[src/design/assert_macros.svh]
// Assertion macros used by the oscillator controller.
// Depends on nothing; each use expands to one labeled concurrent assertion.
`ifndef ASSERT_MACROS_SVH
`define ASSERT_MACROS_SVH

// Same-cycle implication, disabled while reset is asserted.
`define ASSERT_IMP(label, clk, rst_n, ante, cons) \
label: assert property (@(posedge clk) disable iff (!rst_n) (ante) |-> (cons)) \
	else $error("assertion failed: same-cycle implication");

// Next-cycle implication, disabled while reset is asserted.
`define ASSERT_NXT(label, clk, rst_n, ante, cons) \
label: assert property (@(posedge clk) disable iff (!rst_n) (ante) |=> (cons)) \
	else $error("assertion failed: next-cycle implication");

`endif

[src/design/blwo_pkg.sv]
// Shared constants, codes and controller/datapath link types for the oscillator.
// No dependencies; imported by every module of the block.
`timescale 1ns / 1ps
package blwo_pkg;

	// Sizing of the table store and the band search
	localparam int TABLE_SIZE  = 1024;
	localparam int MAX_BANDS   = 64;
	localparam int FRAC_BITS   = 16;
	localparam int NUM_TABLES  = 1 + 3 * MAX_BANDS;
	localparam int STORE_DEPTH = TABLE_SIZE * NUM_TABLES;
	localparam int TBL_W       = $clog2(TABLE_SIZE);
	localparam int TSEL_W      = $clog2(NUM_TABLES);
	localparam int STORE_AW    = TSEL_W + TBL_W;
	localparam int BAND_W      = (MAX_BANDS > 1) ? $clog2(MAX_BANDS) : 1;

	// Field and register widths
	localparam int OP_W       = 2;
	localparam int ADDR_W     = 18;
	localparam int DATA_W     = 16;
	localparam int SAMPLE_W   = 16;
	localparam int LIMIT_W    = 15;
	localparam int PHASE_W    = 32;
	localparam int WAVE_W     = 2;
	localparam int NOTE_W     = 15;
	localparam int CNT_W      = 7;
	localparam int CFG_IDX_W  = 2;
	localparam int CFG_DATA_W = 32;
	localparam int PROD_W     = SAMPLE_W + 1 + FRAC_BITS + 1;

	// Stream packing
	localparam int IN_TDATA_W  = 40;
	localparam int IN_TUSER_W  = OP_W;
	localparam int OUT_TDATA_W = SAMPLE_W;

	// Item kinds
	localparam logic [OP_W-1:0] OP_TICK    = 2'd0;
	localparam logic [OP_W-1:0] OP_WAVE_WR = 2'd1;
	localparam logic [OP_W-1:0] OP_BAND_WR = 2'd2;

	// Register indexes
	localparam logic [CFG_IDX_W-1:0] REG_WAVEFORM  = 2'd0;
	localparam logic [CFG_IDX_W-1:0] REG_PHASE_INC = 2'd1;
	localparam logic [CFG_IDX_W-1:0] REG_NOTE      = 2'd2;
	localparam logic [CFG_IDX_W-1:0] REG_BAND_CNT  = 2'd3;

	localparam logic [WAVE_W-1:0] WAVE_SINE = 2'd0;

	typedef struct packed {
		logic tick_latch;
		logic wave_wr;
		logic band_wr;
		logic band_clr;
		logic band_rd;
		logic band_step;
		logic tsel_sine;
		logic tsel_band;
		logic rd;
		logic rd_sel_b;
		logic cap_a;
		logic mul;
		logic out_load;
	} cmd_t;

	typedef struct packed {
		logic sine_only;
		logic band_hit;
		logic band_last;
		logic out_free;
	} sts_t;

endpackage

[src/design/blwo_ctrl.sv]
// Sequencing controller: item intake, band search steps, table reads, output load.
// Depends on blwo_pkg and assert_macros.svh.
`timescale 1ns / 1ps
`include "assert_macros.svh"
module blwo_ctrl (
	input  logic                       clk,
	input  logic                       arst_n,
	input  logic                       in_valid,
	input  logic [blwo_pkg::OP_W-1:0]  in_op,
	output logic                       in_ready,
	input  logic                       cfg_fire,
	input  blwo_pkg::sts_t             sts,
	output blwo_pkg::cmd_t             cmd
);
	import blwo_pkg::*;

	localparam logic [2:0] S_IDLE = 3'd0;
	localparam logic [2:0] S_BRD  = 3'd1;
	localparam logic [2:0] S_BCMP = 3'd2;
	localparam logic [2:0] S_RDA  = 3'd3;
	localparam logic [2:0] S_RDB  = 3'd4;
	localparam logic [2:0] S_MUL  = 3'd5;
	localparam logic [2:0] S_OUT  = 3'd6;

	logic [2:0] state_q;
	logic [2:0] state_d;
	logic       cache_valid_q;
	logic       in_fire;
	logic       tick_fire;

	assign in_ready  = (state_q == S_IDLE);
	assign in_fire   = in_valid && in_ready;
	assign tick_fire = in_fire && (in_op == OP_TICK);

	always_comb begin
		state_d       = state_q;
		cmd           = '0;
		cmd.wave_wr   = in_fire && (in_op == OP_WAVE_WR);
		cmd.band_wr   = in_fire && (in_op == OP_BAND_WR);
		unique case (state_q)
			S_IDLE: begin
				if (tick_fire) begin
					cmd.tick_latch = 1'b1;
					if (cache_valid_q) begin
						state_d = S_RDA;
					end else if (sts.sine_only) begin
						cmd.tsel_sine = 1'b1;
						state_d       = S_RDA;
					end else begin
						cmd.band_clr = 1'b1;
						state_d      = S_BRD;
					end
				end
			end
			S_BRD: begin
				cmd.band_rd = 1'b1;
				state_d     = S_BCMP;
			end
			S_BCMP: begin
				if (sts.band_hit) begin
					cmd.tsel_band = 1'b1;
					state_d       = S_RDA;
				end else if (sts.band_last) begin
					cmd.tsel_sine = 1'b1;
					state_d       = S_RDA;
				end else begin
					cmd.band_step = 1'b1;
					state_d       = S_BRD;
				end
			end
			S_RDA: begin
				cmd.rd  = 1'b1;
				state_d = S_RDB;
			end
			S_RDB: begin
				cmd.rd       = 1'b1;
				cmd.rd_sel_b = 1'b1;
				cmd.cap_a    = 1'b1;
				state_d      = S_MUL;
			end
			S_MUL: begin
				cmd.mul = 1'b1;
				state_d = S_OUT;
			end
			S_OUT: begin
				if (sts.out_free) begin
					cmd.out_load = 1'b1;
					state_d      = S_IDLE;
				end
			end
			default: begin
				state_d = S_IDLE;
			end
		endcase
	end

	always_ff @(posedge clk or negedge arst_n) begin
		if (!arst_n) begin
			state_q <= S_IDLE;
		end else begin
			state_q <= state_d;
		end
	end

	// Drop the cached table choice whenever a register or a band limit changes
	always_ff @(posedge clk or negedge arst_n) begin
		if (!arst_n) begin
			cache_valid_q <= 1'b0;
		end else if (cfg_fire || cmd.band_wr) begin
			cache_valid_q <= 1'b0;
		end else if (cmd.tsel_sine || cmd.tsel_band) begin
			cache_valid_q <= 1'b1;
		end
	end

	`ASSERT_IMP(a_load_when_free, clk, arst_n, cmd.out_load, sts.out_free)
	`ASSERT_NXT(a_cfg_flush, clk, arst_n, cfg_fire, !cache_valid_q)
	`ASSERT_NXT(a_band_flush, clk, arst_n, cmd.band_wr, !cache_valid_q)
	`ASSERT_NXT(a_tick_busy, clk, arst_n, tick_fire, state_q != S_IDLE)

endmodule

[config.mk]
export PLATFORM = sky130hd
export DESIGN_NAME = blwo_ctrl
export DESIGN_NICKNAME = d
export VERILOG_FILES = /design/src/design/blwo_pkg.sv /design/src/design/blwo_ctrl.sv
export VERILOG_INCLUDE_DIRS = /design/src /design/src/design
export SDC_FILE = /design/constraint.sdc
export NUM_CORES = 1
export LEC_CHECK = 0
export CORE_AREA = 2 2 39 41
export DETAILED_ROUTE_END_ITERATION = 8
export DIE_AREA = 0 0 41 43
export DONT_BUFFER_PORTS = 1
export SYNTH_ARGS = -nofsm -noshare
export SYNTH_HDL_FRONTEND = slang
export SYNTH_SLANG_ARGS = --single-unit
[constraint.sdc]
create_clock -name clk -period 1.5 [get_ports clk]
set_input_delay 0.3 -clock clk [delete_from_list [all_inputs] [get_ports clk]]
set_output_delay 0.3 -clock clk [all_outputs]
set_load 0.02 [all_outputs]
# After elaboration in Yosys (flattened, before gate mapping)
# Cells that the tools add are included.
totals:
  register_bits: 4
  in_bits: 10
  out_inout_bits: 14
  word_cells: 54
classes:
  n_eq_ne: 10
  mux: 31
  n_reduce_logical: 11
op_table:
  columns: ["cell", "count"]
  rows:
  - ["1-bit 2-to-1 mux", 21]
  - ["3-bit one-hot mux with 7 select lines", 1]
  - ["3-bit 2-to-1 mux", 4]
  - ["3-bit equality test (second input constant)", 3]
  - ["2-bit 2-to-1 mux", 4]
  - ["3-bit by 2-bit equality test with 1-bit output (second input constant)", 2]
  - ["1-bit logical AND", 4]
  - ["3-bit by 1-bit equality test with 1-bit output (second input constant)", 1]
  - ["3-bit logical NOT", 1]
  - ["2-bit by 1-bit equality test with 1-bit output (second input constant)", 1]
  - ["2-bit equality test (second input constant)", 1]
  - ["2-bit logical NOT", 1]
  - ["1-bit logical OR", 2]
  - ["2-bit by 1-bit inequality test with 1-bit output (second input constant)", 1]
  - ["2-bit inequality test (second input constant)", 1]
  - ["1-bit one-hot mux with 2 select lines", 1]
  - ["2-bit AND reduction", 1]
  - ["2-bit nonzero test", 1]
  - ["2-bit OR reduction", 1]

# Logic depth before layout (Yosys ltp)
# Gate-level depths: netlist of the first run.
depth:
  depth_word: 8
  mapped_depth: 4

# Worst setup path before layout of the first run
# Ideal clock, no wire load.
synth_path:
  path_kind: "reg2out"
  from: "register state_q[2]"
  to: "output port cmd[4] (netlist name)"
  t_arrival_ns: 1.568
  t_required_ns: 1.200
  path_slack_ns: -0.368
  stages_incl_launch_ff: 4
  path_buffers: 1
  path_cell_list: "dfrtp_1 -> clkbuf_1 -> nor3b_1 -> nand2b_1"
synth_rtl:
  columns: ["element", "line_no", "source"]
  rows:
  - ["from (decl)", "blwo_ctrl.sv:25", "logic [2:0] state_q;"]
  - ["from (signal assigned)", "blwo_ctrl.sv:101", "state_q <= state_d;"]
  - ["to (decl)", "blwo_ctrl.sv:13", "output blwo_pkg::cmd_t cmd"]

==> results.py, run 1 <==
metrics = {
    "sta": {
        "fin_crit_sh_pct": 128,
        "setup_ws_ps": -425,
        "finalCriticalPeriod_ps": 1920,
        "max_freq_mhz": 520,
        "setup_viol_count_final": 15,
        "hold_viol_final": 0,
        "tightest_slew_ps": 397,
        "relSlewSlack_pct": 72.9,
        "skew_ps": 0.587,
        "slew_viol_final": 0,
        "rsz0062_at_grt": "true",
        "fin_tns_setup_ps": -3040,
    },
    "drt": {
        "drc": 0,
        "post_drt_wl_per_cell_um": 15.9,
        "vias_per_cell": 5.59,
        "wl_um": 1240,
        "drtIter0Drc": 2,
        "vias": 436,
        "first_pass_iters": 4,
        "postRouteAntennaNets": 0,
    },
    "logic_synthesis": {
        "netlist_area_um2": 380,
        "ys_top_cells_by_area": "dfrtp_1 26%, nor3b_1 12%, nor4_4 5.6%",
        "synth_cells": 43,
        "yosys.area.top_type": "dfrtp_1",
        "ys.warnings.count": 0,
        "yosysTopAreaCellShare_pct": 26.3,
        "syn_nets": 53,
        "synth.distinct_cells": 29,
        "ys_ff_latch": 4,
        "synth-seq-area-share_pct": 26.3,
        "avgSynthCellArea_um2": 8.85,
    },
    "setup_path": {
        "cp.required_ps": 1200,
        "arrival_ps": 1620,
        "path_buf_inv": 0,
        "crit_family": "simple AND/OR/NAND/NOR gates",
        "rr_worst_depth": 4,
        "critPathKind": "reg2out",
        "cp_max_fo": 4,
        "worst-path-stages": 3,
        "start_kind": "register",
        "slowest_delay_ps": 580,
        "crit_chain": "or4b_4 -> nor4_4 -> nor2b_4",
        "slowest_stage": "or4b_4",
        "cp-end-kind": "primary output",
    },
    "clocking": {
        "cts.sinks": 4,
        "cts_buffers": 3,
        "htreeDepth": 1,
        "clockRootBuffer": "clkbuf_4",
        "clkTransAtPathRegs_ps": 40,
        "clock_latency_ps": 240,
        "cts_tree": "yes",
        "cts_buffer_depth": 2,
    },
    "floorplan": {
        "floorplan.initialDensity_pct": 27.5,
        "io_pins": 24,
        "die_y_um": 43,
        "die_w_um": 41,
        "coreArea_um2": 1380,
        "placementRows": 14,
        "die-area_um2": 1760,
    },
    "layout": {
        "diodes": 0,
        "fin_nets": 74,
        "final_cell_area_um2": 689,
        "utilization_pct": 49.8,
        "area_growth_pct": 81.2,
        "layout-drive-gt1-share_pct": 62.9,
    },
    "power_and_ir_drop": {
        "total_power_uw": 1380,
        "vdd_ir_drop_max_uv": 801,
        "p_leak_uw": 0.000298,
        "power.density_nw_per_um2": 2000,
    },
    "global_routing": {
        "grt_antenna_before_repair": 0,
        "grt_use_total_pct": 12.6,
        "grt_pass1_vias": 376,
        "grt-ovfl-total": 0,
        "grt_first_pass_wirelength_um": 1480,
        "grt_max_degree": 14,
    },
    "flow_run": {
        "drv_cap": 0,
    },
    "placed_design": {
        "globalplace.congestion": 0.741,
        "place_area_um2": 499,
        "dp_hpwl_um": 759,
        "io_buffers": 0,
    },
    "outcome": {
        "violations": "negative setup slack",
        "outcome": "complete, but fails checks",
    },
    "worst_hold_path": {
        "hold_path_depth": 1,
        "hp-class": "in2reg",
    },
}
synth_stat cells:
master	n
buf_4	1
or3_1	1
nand4_1	1
buf_2	1
and3b_1	1
nor3_1	1
nand4b_1	1
nand2b_1	1
a32o_1	1
nand2_1	3
nand3b_1	1
a311oi_1	1
o31a_1	1
nor2_1	1
a21oi_1	2
nor4_4	1
and2_1	1
inv_1	2
nor2b_1	1
or4b_4	1
o21bai_1	1
o21ba_1	1
dfrtp_1	4
o21ai_0	2
a2111oi_0	1
nor3b_2	1
clkbuf_1	2
nor3b_1	6
nor3_2	1
sequential cells by signal, indices dropped and copies added (netlist names):
| name | flops |
|---|---|
| state_q | 3 |
| cache_valid_q | 1 |
layer usage:
metal	wire length [µm]	GRT usage (%)	vias up
met5	0	0	-
met4	14	8.67	0
met3	94	1.57	2
met2	651	19.4	26
met1	483	15.3	208
li1	-	-	200
worst paths after layout:
check | from | to | slack, ps
worst max register to register | state_q[1] | cache_valid_q | -20
worst max-delay path | state_q[1] | cmd[9] | -420
min in group asynchronous | arst_n | cache_valid_q | 330
worst min-delay path | cfg_fire | cache_valid_q | 130
worst min register to register | cache_valid_q | cache_valid_q | 640
max in group asynchronous | arst_n | state_q[0] | 1010
cells by family after synthesis:
group / after synthesis / synth area share [%]
simple gates: 23 / 47.0
compound gates: 10 / 19.4
buf+inv: 6 / 7.24
flops: 4 / 26.3
cell usage in the layout, fill, tap and decap left out, drive strengths merged:
cell,Yosys,layout
nand4,1,1
nand4b,1,1
and2,1,1
o21ai,2,2
a21oi,2,2
nor3,2,2
nand2,3,3
or3,1,1
nor2,1,1
o21bai,1,1
o21ba,1,1
nand3b,1,1
nor4,1,1
a32o,1,1
and3b,1,1
clkbuf,2,4
dlygate4sd3,0,1
nand2b,1,1
o31a,1,1
buf,2,18
a2111oi,1,1
or4b,1,1
nor3b,7,7
nor2b,1,1
dfrtp,4,4
inv,2,2
a311oi,1,1
power by group:
| group | leakage [µW] | switching, µW | total (µW) | internal [µW] |
|---|---|---|---|---|
| Clock | 0.0000138 | 47.2 | 137 | 89.7 |
| Sequential | 0.0000511 | 38.0 | 194 | 156 |
| Combinational | 0.000234 | 505 | 1050 | 542 |
| Total | 0.000298 | 590 | 1380 | 787 |
cell type report:
cell class                 count  area (µm²)
clock buffer                   3        22.5
fill                         141         694
inverter                       2        7.51
multi-input combinational     33         339
sequential                     4         100
tap                           16        20.0
timing repair buffer          20         200
stage by stage:
stage | worst slack [ps] | hold slack, ps | cells
floorplan | -155 | 4.41 | 43
global placement | -165 | 4.54 | 67
detailed placement | -195 | 4.51 | 67
CTS | -444 | 128 | 71
global route | -496 | 135 | 78
finish | -425 | 131 | 78
worst reg2reg max path: stages (launching register included):
cell	delay (ps)
dfrtp_1	390
or4b_4	580
nor3b_2	200
buf_4	170
a311oi_2	50
repair_timing:
item	CTS	global route
resized for setup	8	13
pin swaps	2	5
hold buffers	1	0
cloned	0	1
endpoints found under the hold margin	4	0
setup endpoints to repair	11	14
buffers inserted	1	6
No activity file was read; power rests on OpenSTA's default activity.
==> run 2: changes to the inputs <==
BUFFER_PORTS_ARGS = -buffer_cell sky130_fd_sc_hd__buf_2   (was default)
DONT_BUFFER_PORTS = default   (was 1)
MAX_ROUTING_LAYER = met4   (was default)
==> run 2 against run 1 <==
Effect of this change: the flow still finishes with violations (negative setup slack); first-iteration DRC count grew 50%; largest cell class unchanged; sequential power hardly changed; die area unchanged; setup slack worse by 79 ps; cell count up 19%; critical path depth rose by 1; clock power fell by 4%; count of clock-buffer cells in the layout is the same; combinational power barely moved.
==> results.py, run 2 (synthesis gave the netlist of run 1 again) <==
metrics = {
    "outcome": {
        "outcome": "complete, but fails checks",
        "violations": "negative setup slack",
    },
    "layout": {
        "fill_cells": 126,
        "layout-drive-gt1-share_pct": 67.5,
        "reg_top3": "state_q (3), cache_valid_q (1)",
        "final_cell_mix": "16 x buf_6, 11 x buf_2, 7 x buf_4",
        "fin_nets": 89,
        "largest-register": "state_q",
        "seq_area_um2": 100,
        "diodes": 0,
        "area_growth_pct": 109,
        "final_cell_count_no_fill": 93,
        "multi_input_area_um2": 345,
        "mostFrequentLayoutCell": "buf_6",
        "largest_reg_flops": 3,
    },
    "power_and_ir_drop": {
        "sw_frac_of_total_pct": 42.8,
        "p_clk_share_pct": 9.5,
        "p_leak_uw": 0.000369,
        "p_int_uw": 795,
        "total_power_uw": 1390,
        "power.density_nw_per_um2": 1750,
        "combPwrFrac_pct": 76.4,
        "power.switching_uw": 594,
        "vdd_ir_drop_max_uv": 1270,
        "seq_power_share_pct": 14.1,
    },
    "floorplan": {
        "io_pins": 24,
        "die_w_um": 41,
        "die_y_um": 43,
        "placementRows": 14,
        "floorplan.initialDensity_pct": 27.5,
        "coreArea_um2": 1380,
        "die-area_um2": 1760,
    },
    "setup_path": {
        "rr_worst_depth": 5,
        "cp-end-kind": "primary output",
        "slowest_stage": "or4b_4",
        "crit_chain": "or4b_4 -> nor4_4 -> nor2b_4 -> buf_6",
        "start_kind": "register",
        "slowest_delay_ps": 580,
        "cp_max_fo": 3,
        "arrival_ps": 1700,
        "cp.required_ps": 1200,
        "critPathKind": "reg2out",
    },
    "sta": {
        "slew_viol_final": 0,
        "hold_viol_final": 0,
        "setup_viol_count_final": 13,
        "skew_ps": 1.95,
        "tightest_slew_ps": 352,
        "fin_tns_setup_ps": -3140,
        "setup_ws_ps": -504,
        "finalCriticalPeriod_ps": 2000,
        "rsz0062_at_grt": "true",
        "relSlewSlack_pct": 75.9,
        "max_freq_mhz": 499,
        "fin_crit_sh_pct": 134,
        "holdWs_ps": 229,
    },
    "global_routing": {
        "grt_first_pass_wirelength_um": 1930,
        "grt_antenna_before_repair": 0,
        "grt_use_total_pct": 16.5,
        "grt-ovfl-total": 0,
        "grt_max_degree": 14,
        "grt_pass1_vias": 464,
    },
    "drt": {
        "wl_um": 1220,
        "first_pass_iters": 4,
        "vias_per_cell": 5.25,
        "post_drt_wl_per_cell_um": 13.1,
        "postRouteAntennaNets": 0,
        "vias": 488,
        "drtIter0Drc": 3,
        "drc": 0,
    },
    "clocking": {
        "clkTransAtPathRegs_ps": 40,
        "clockRootBuffer": "clkbuf_4",
        "htreeDepth": 1,
        "cts_buffer_depth": 2,
        "cts.sinks": 4,
        "clock_latency_ps": 230,
        "cts_buffers": 3,
        "cts_tree": "yes",
    },
    "flow_run": {
        "drv_cap": 0,
    },
    "placed_design": {
        "pre_cts_slack_ps": -283,
        "dp_hpwl_um": 766,
        "io_buffers": 23,
        "globalplace.congestion": 0.689,
        "placedCellCount": 84,
    },
    "worst_hold_path": {
        "hold_path_depth": 2,
        "hp-class": "in2reg",
    },
}
[run 2: cell count changes in the layout (fill, tap and decap cells not counted)]
cell       previous run  this run
nor3b_1               0         1
nand2b_1              0         1
buf_6                 4        16
nor3b_2               5         2
nor3b_4               2         4
nand2b_4              1         0
buf_4                12         7
clkbuf_16             1         0
nor3_2                1         0
buf_2                 0        11
nor3_4                1         2
buf_8                 2         0
[run 2: path summary, 6_finish.rpt]
check / start / end / slack (ps)
worst max-delay path: state_q[0] / cmd[9] / -500
worst min-delay path: cfg_fire / cache_valid_q / 230
worst max register to register: state_q[0] / cache_valid_q / -110
worst min register to register: cache_valid_q / cache_valid_q / 610
max in group asynchronous: arst_n / cache_valid_q / 980
min in group asynchronous: arst_n / state_q[0] / 400
[run 2: through the flow]
step	area, µm²	util [%]
after floorplan	409	-
after global placement	569	41.1
after detailed placement	569	41.1
after CTS	756	54.6
after global routing	793	57.3
final	793	57.3
[run 2: final cells by class]
type                       count  share of cell area, %
clock buffer                   3                   2.84
inverter                       2                  0.946
multi-input combinational     33                   43.5
sequential                     4                   12.6
tap                           16                   2.52
timing repair buffer          35                   37.5
[run 2: repair_timing]
| item | CTS | global route |
|---|---|---|
| hold endpoints to repair | 4 | 0 |
| gates resized for setup | 28 | 13 |
| cloned | 0 | 0 |
| endpoints found under the setup margin | 9 | 16 |
| pin swaps | 3 | 5 |
| buffers inserted | 7 | 1 |
| hold buffers | 1 | 0 |
[run 2: power by group through the flow]
| stage | Clock, µW | Sequential [µW] | Combinational (µW) |
|---|---|---|---|
| final | 132 | 196 | 1060 |
| after global routing | 151 | 200 | 1140 |
| after CTS | 139 | 191 | 967 |
| after detailed placement | 0 | 188 | 691 |
| after global placement | 0 | 187 | 689 |
| after floorplan | 0 | 199 | 469 |
[run 2: layer usage]
layer	GRT usage, %	wire (µm)	part of all wire [%]
met5	-	0	0
met4	6.00	0	0
met3	4.71	95	7.8
met2	24.7	649	53
met1	20.5	475	39
[run 2: worst max-delay path, delay by kind of cell (launching register included)]
family	cells	cell delay (ps)
simple gates	3	980
flops	1	380
buf+inv	1	120
==> run 3: changes to the inputs <==
BUFFER_PORTS_ARGS = default   (was -buffer_cell sky130_fd_sc_hd__buf_2)
CTS_BUF_LIST = sky130_fd_sc_hd__clkbuf_2   (was default)
DONT_BUFFER_PORTS = 1   (was default)
PLACE_DENSITY = 0.52   (was default)
==> run 3 against run 2 <==
Effect of this change: the flow still finishes with violations (negative setup slack); sequential cell count is the same; clock skew grew 8.2 ps; sequential share of layout area grew 4.7 points; sequential power shrank 3%; clock power shrank 23%; final area shrank 27%; setup slack gained 110 ps; die area is the same; total power shrank 21%; largest cell class unchanged.
==> results.py, run 3 (synthesis gave the netlist of run 1 again) <==
metrics = {
    "layout": {
        "largest_reg_flops": 3,
        "utilization_pct": 41.9,
        "reg_top3": "state_q (3), cache_valid_q (1)",
        "largest-register": "state_q",
        "fin_nets": 67,
        "layout-drive-gt1-share_pct": 54.5,
        "fill_cells": 141,
        "area_growth_pct": 52.3,
        "diodes": 0,
        "mostFrequentLayoutCell": "buf_4",
        "final_cell_count_no_fill": 71,
        "final_cell_mix": "9 x buf_4, 5 x nor3b_2, 4 x dfrtp_1",
        "multi_input_area_um2": 325,
        "seq_area_um2": 100,
    },
    "global_routing": {
        "grt_first_pass_wirelength_um": 1610,
        "grt_antenna_before_repair": 0,
        "grt_pass1_vias": 374,
        "grt_max_degree": 14,
        "grt-ovfl-total": 0,
        "grt_use_total_pct": 14.8,
    },
    "clocking": {
        "cts_buffer_depth": 2,
        "cts.sinks": 4,
        "clkTransAtPathRegs_ps": 50,
        "cts_tree": "yes",
        "cts_buffers": 3,
        "htreeDepth": 1,
        "clockRootBuffer": "clkbuf_2",
        "clock_latency_ps": 220,
    },
    "setup_path": {
        "cp.required_ps": 1200,
        "slowest_stage": "or4b_4",
        "path_buf_inv": 0,
        "crit_chain": "or4b_4 -> nor4_4 -> nor2b_4",
        "critPathKind": "reg2out",
        "start_kind": "register",
        "cp-end-kind": "primary output",
        "cp_max_fo": 4,
        "slowest_delay_ps": 590,
        "crit_path_start": "state_q[1]",
        "crit_family": "simple AND/OR/NAND/NOR gates",
        "worstReg2RegStart": "state_q[1]",
        "arrival_ps": 1600,
    },
    "floorplan": {
        "floorplan.initialDensity_pct": 27.5,
        "placementRows": 14,
        "die_w_um": 41,
        "die_y_um": 43,
        "die-area_um2": 1760,
        "coreArea_um2": 1380,
        "io_pins": 24,
    },
    "sta": {
        "setup_viol_count_final": 8,
        "setup_ws_ps": -396,
        "slew_viol_final": 0,
        "fin_crit_sh_pct": 126,
        "hold_viol_final": 0,
        "holdWs_ps": 147,
        "finalCriticalPeriod_ps": 1900,
        "tightest_slew_ps": 398,
        "relSlewSlack_pct": 72.8,
        "max_freq_mhz": 527,
        "skew_ps": 10.2,
        "rsz0062_at_grt": "true",
    },
    "placed_design": {
        "placedCellCount": 67,
        "globalplace.congestion": 0.670,
        "dp_hpwl_um": 724,
        "io_buffers": 0,
        "pre_cts_slack_ps": -176,
    },
    "power_and_ir_drop": {
        "power.density_nw_per_um2": 1890,
        "p_leak_uw": 0.000241,
        "total_power_uw": 1100,
        "vdd_ir_drop_max_uv": 864,
    },
    "worst_hold_path": {
        "hp-class": "in2reg",
        "min_from": "cfg_fire",
    },
    "drt": {
        "vias": 384,
        "wl_um": 1030,
        "post_drt_wl_per_cell_um": 14.5,
        "drc": 0,
        "first_pass_iters": 1,
        "vias_per_cell": 5.41,
        "drtIter0Drc": 0,
        "postRouteAntennaNets": 0,
    },
    "outcome": {
        "outcome": "complete, but fails checks",
        "violations": "negative setup slack",
    },
    "flow_run": {
        "drv_cap": 0,
    },
}
run 3: final cells by class:
type                    count  share of cell area (%)
clock buffers               3                    2.59
inverters                   2                    1.30
multi-input cells          33                    56.2
flip-flops and latches      4                    17.3
well taps                  16                    3.46
repair buffers             13                    19.2
run 3: worst paths after layout:
path                                 end  slack [ps]  cells after the start
min reg2reg                cache_valid_q         600                      2
max reg2reg                   state_q[0]           0                      4
min                        cache_valid_q         150                      1
max in group asynchronous     state_q[1]         960                      1
min in group asynchronous  cache_valid_q         350                      1
max                               cmd[9]        -400                      3
run 3: per-stage QoR:
step	setup TNS, ps	area (µm²)
finish	-2040	579
global route	-3020	579
CTS	-2120	543
detailed placement	-657	499
global placement	-545	499
floorplan	-929	409
run 3: timing repair:
item | 4_1_cts | 5_1_grt
setup endpoints to repair | 9 | 15
endpoints found under the hold margin | 4 | 0
hold buffers | 1 | 0
setup buffers | 0 | 1
pin swaps | 2 | 2
resized for setup | 6 | 7
run 3: power breakdown:
part	internal, µW	switching, µW	leakage (µW)	total (µW)
clock network	53.8	48.1	0.0000125	102
logic	366	438	0.000178	804
registers	156	34.3	0.0000511	190
total	576	520	0.000241	1100
run 3: layer usage:
| metal | global-route usage, % | vias to the layer above | share of wire, % |
|---|---|---|---|
| met5 | - | - | 0 |
| met4 | 8.00 | 0 | 1.8 |
| met3 | 7.85 | 2 | 9.6 |
| met2 | 19.1 | 20 | 49 |
| met1 | 17.9 | 175 | 39 |
| li1 | - | 187 | - |
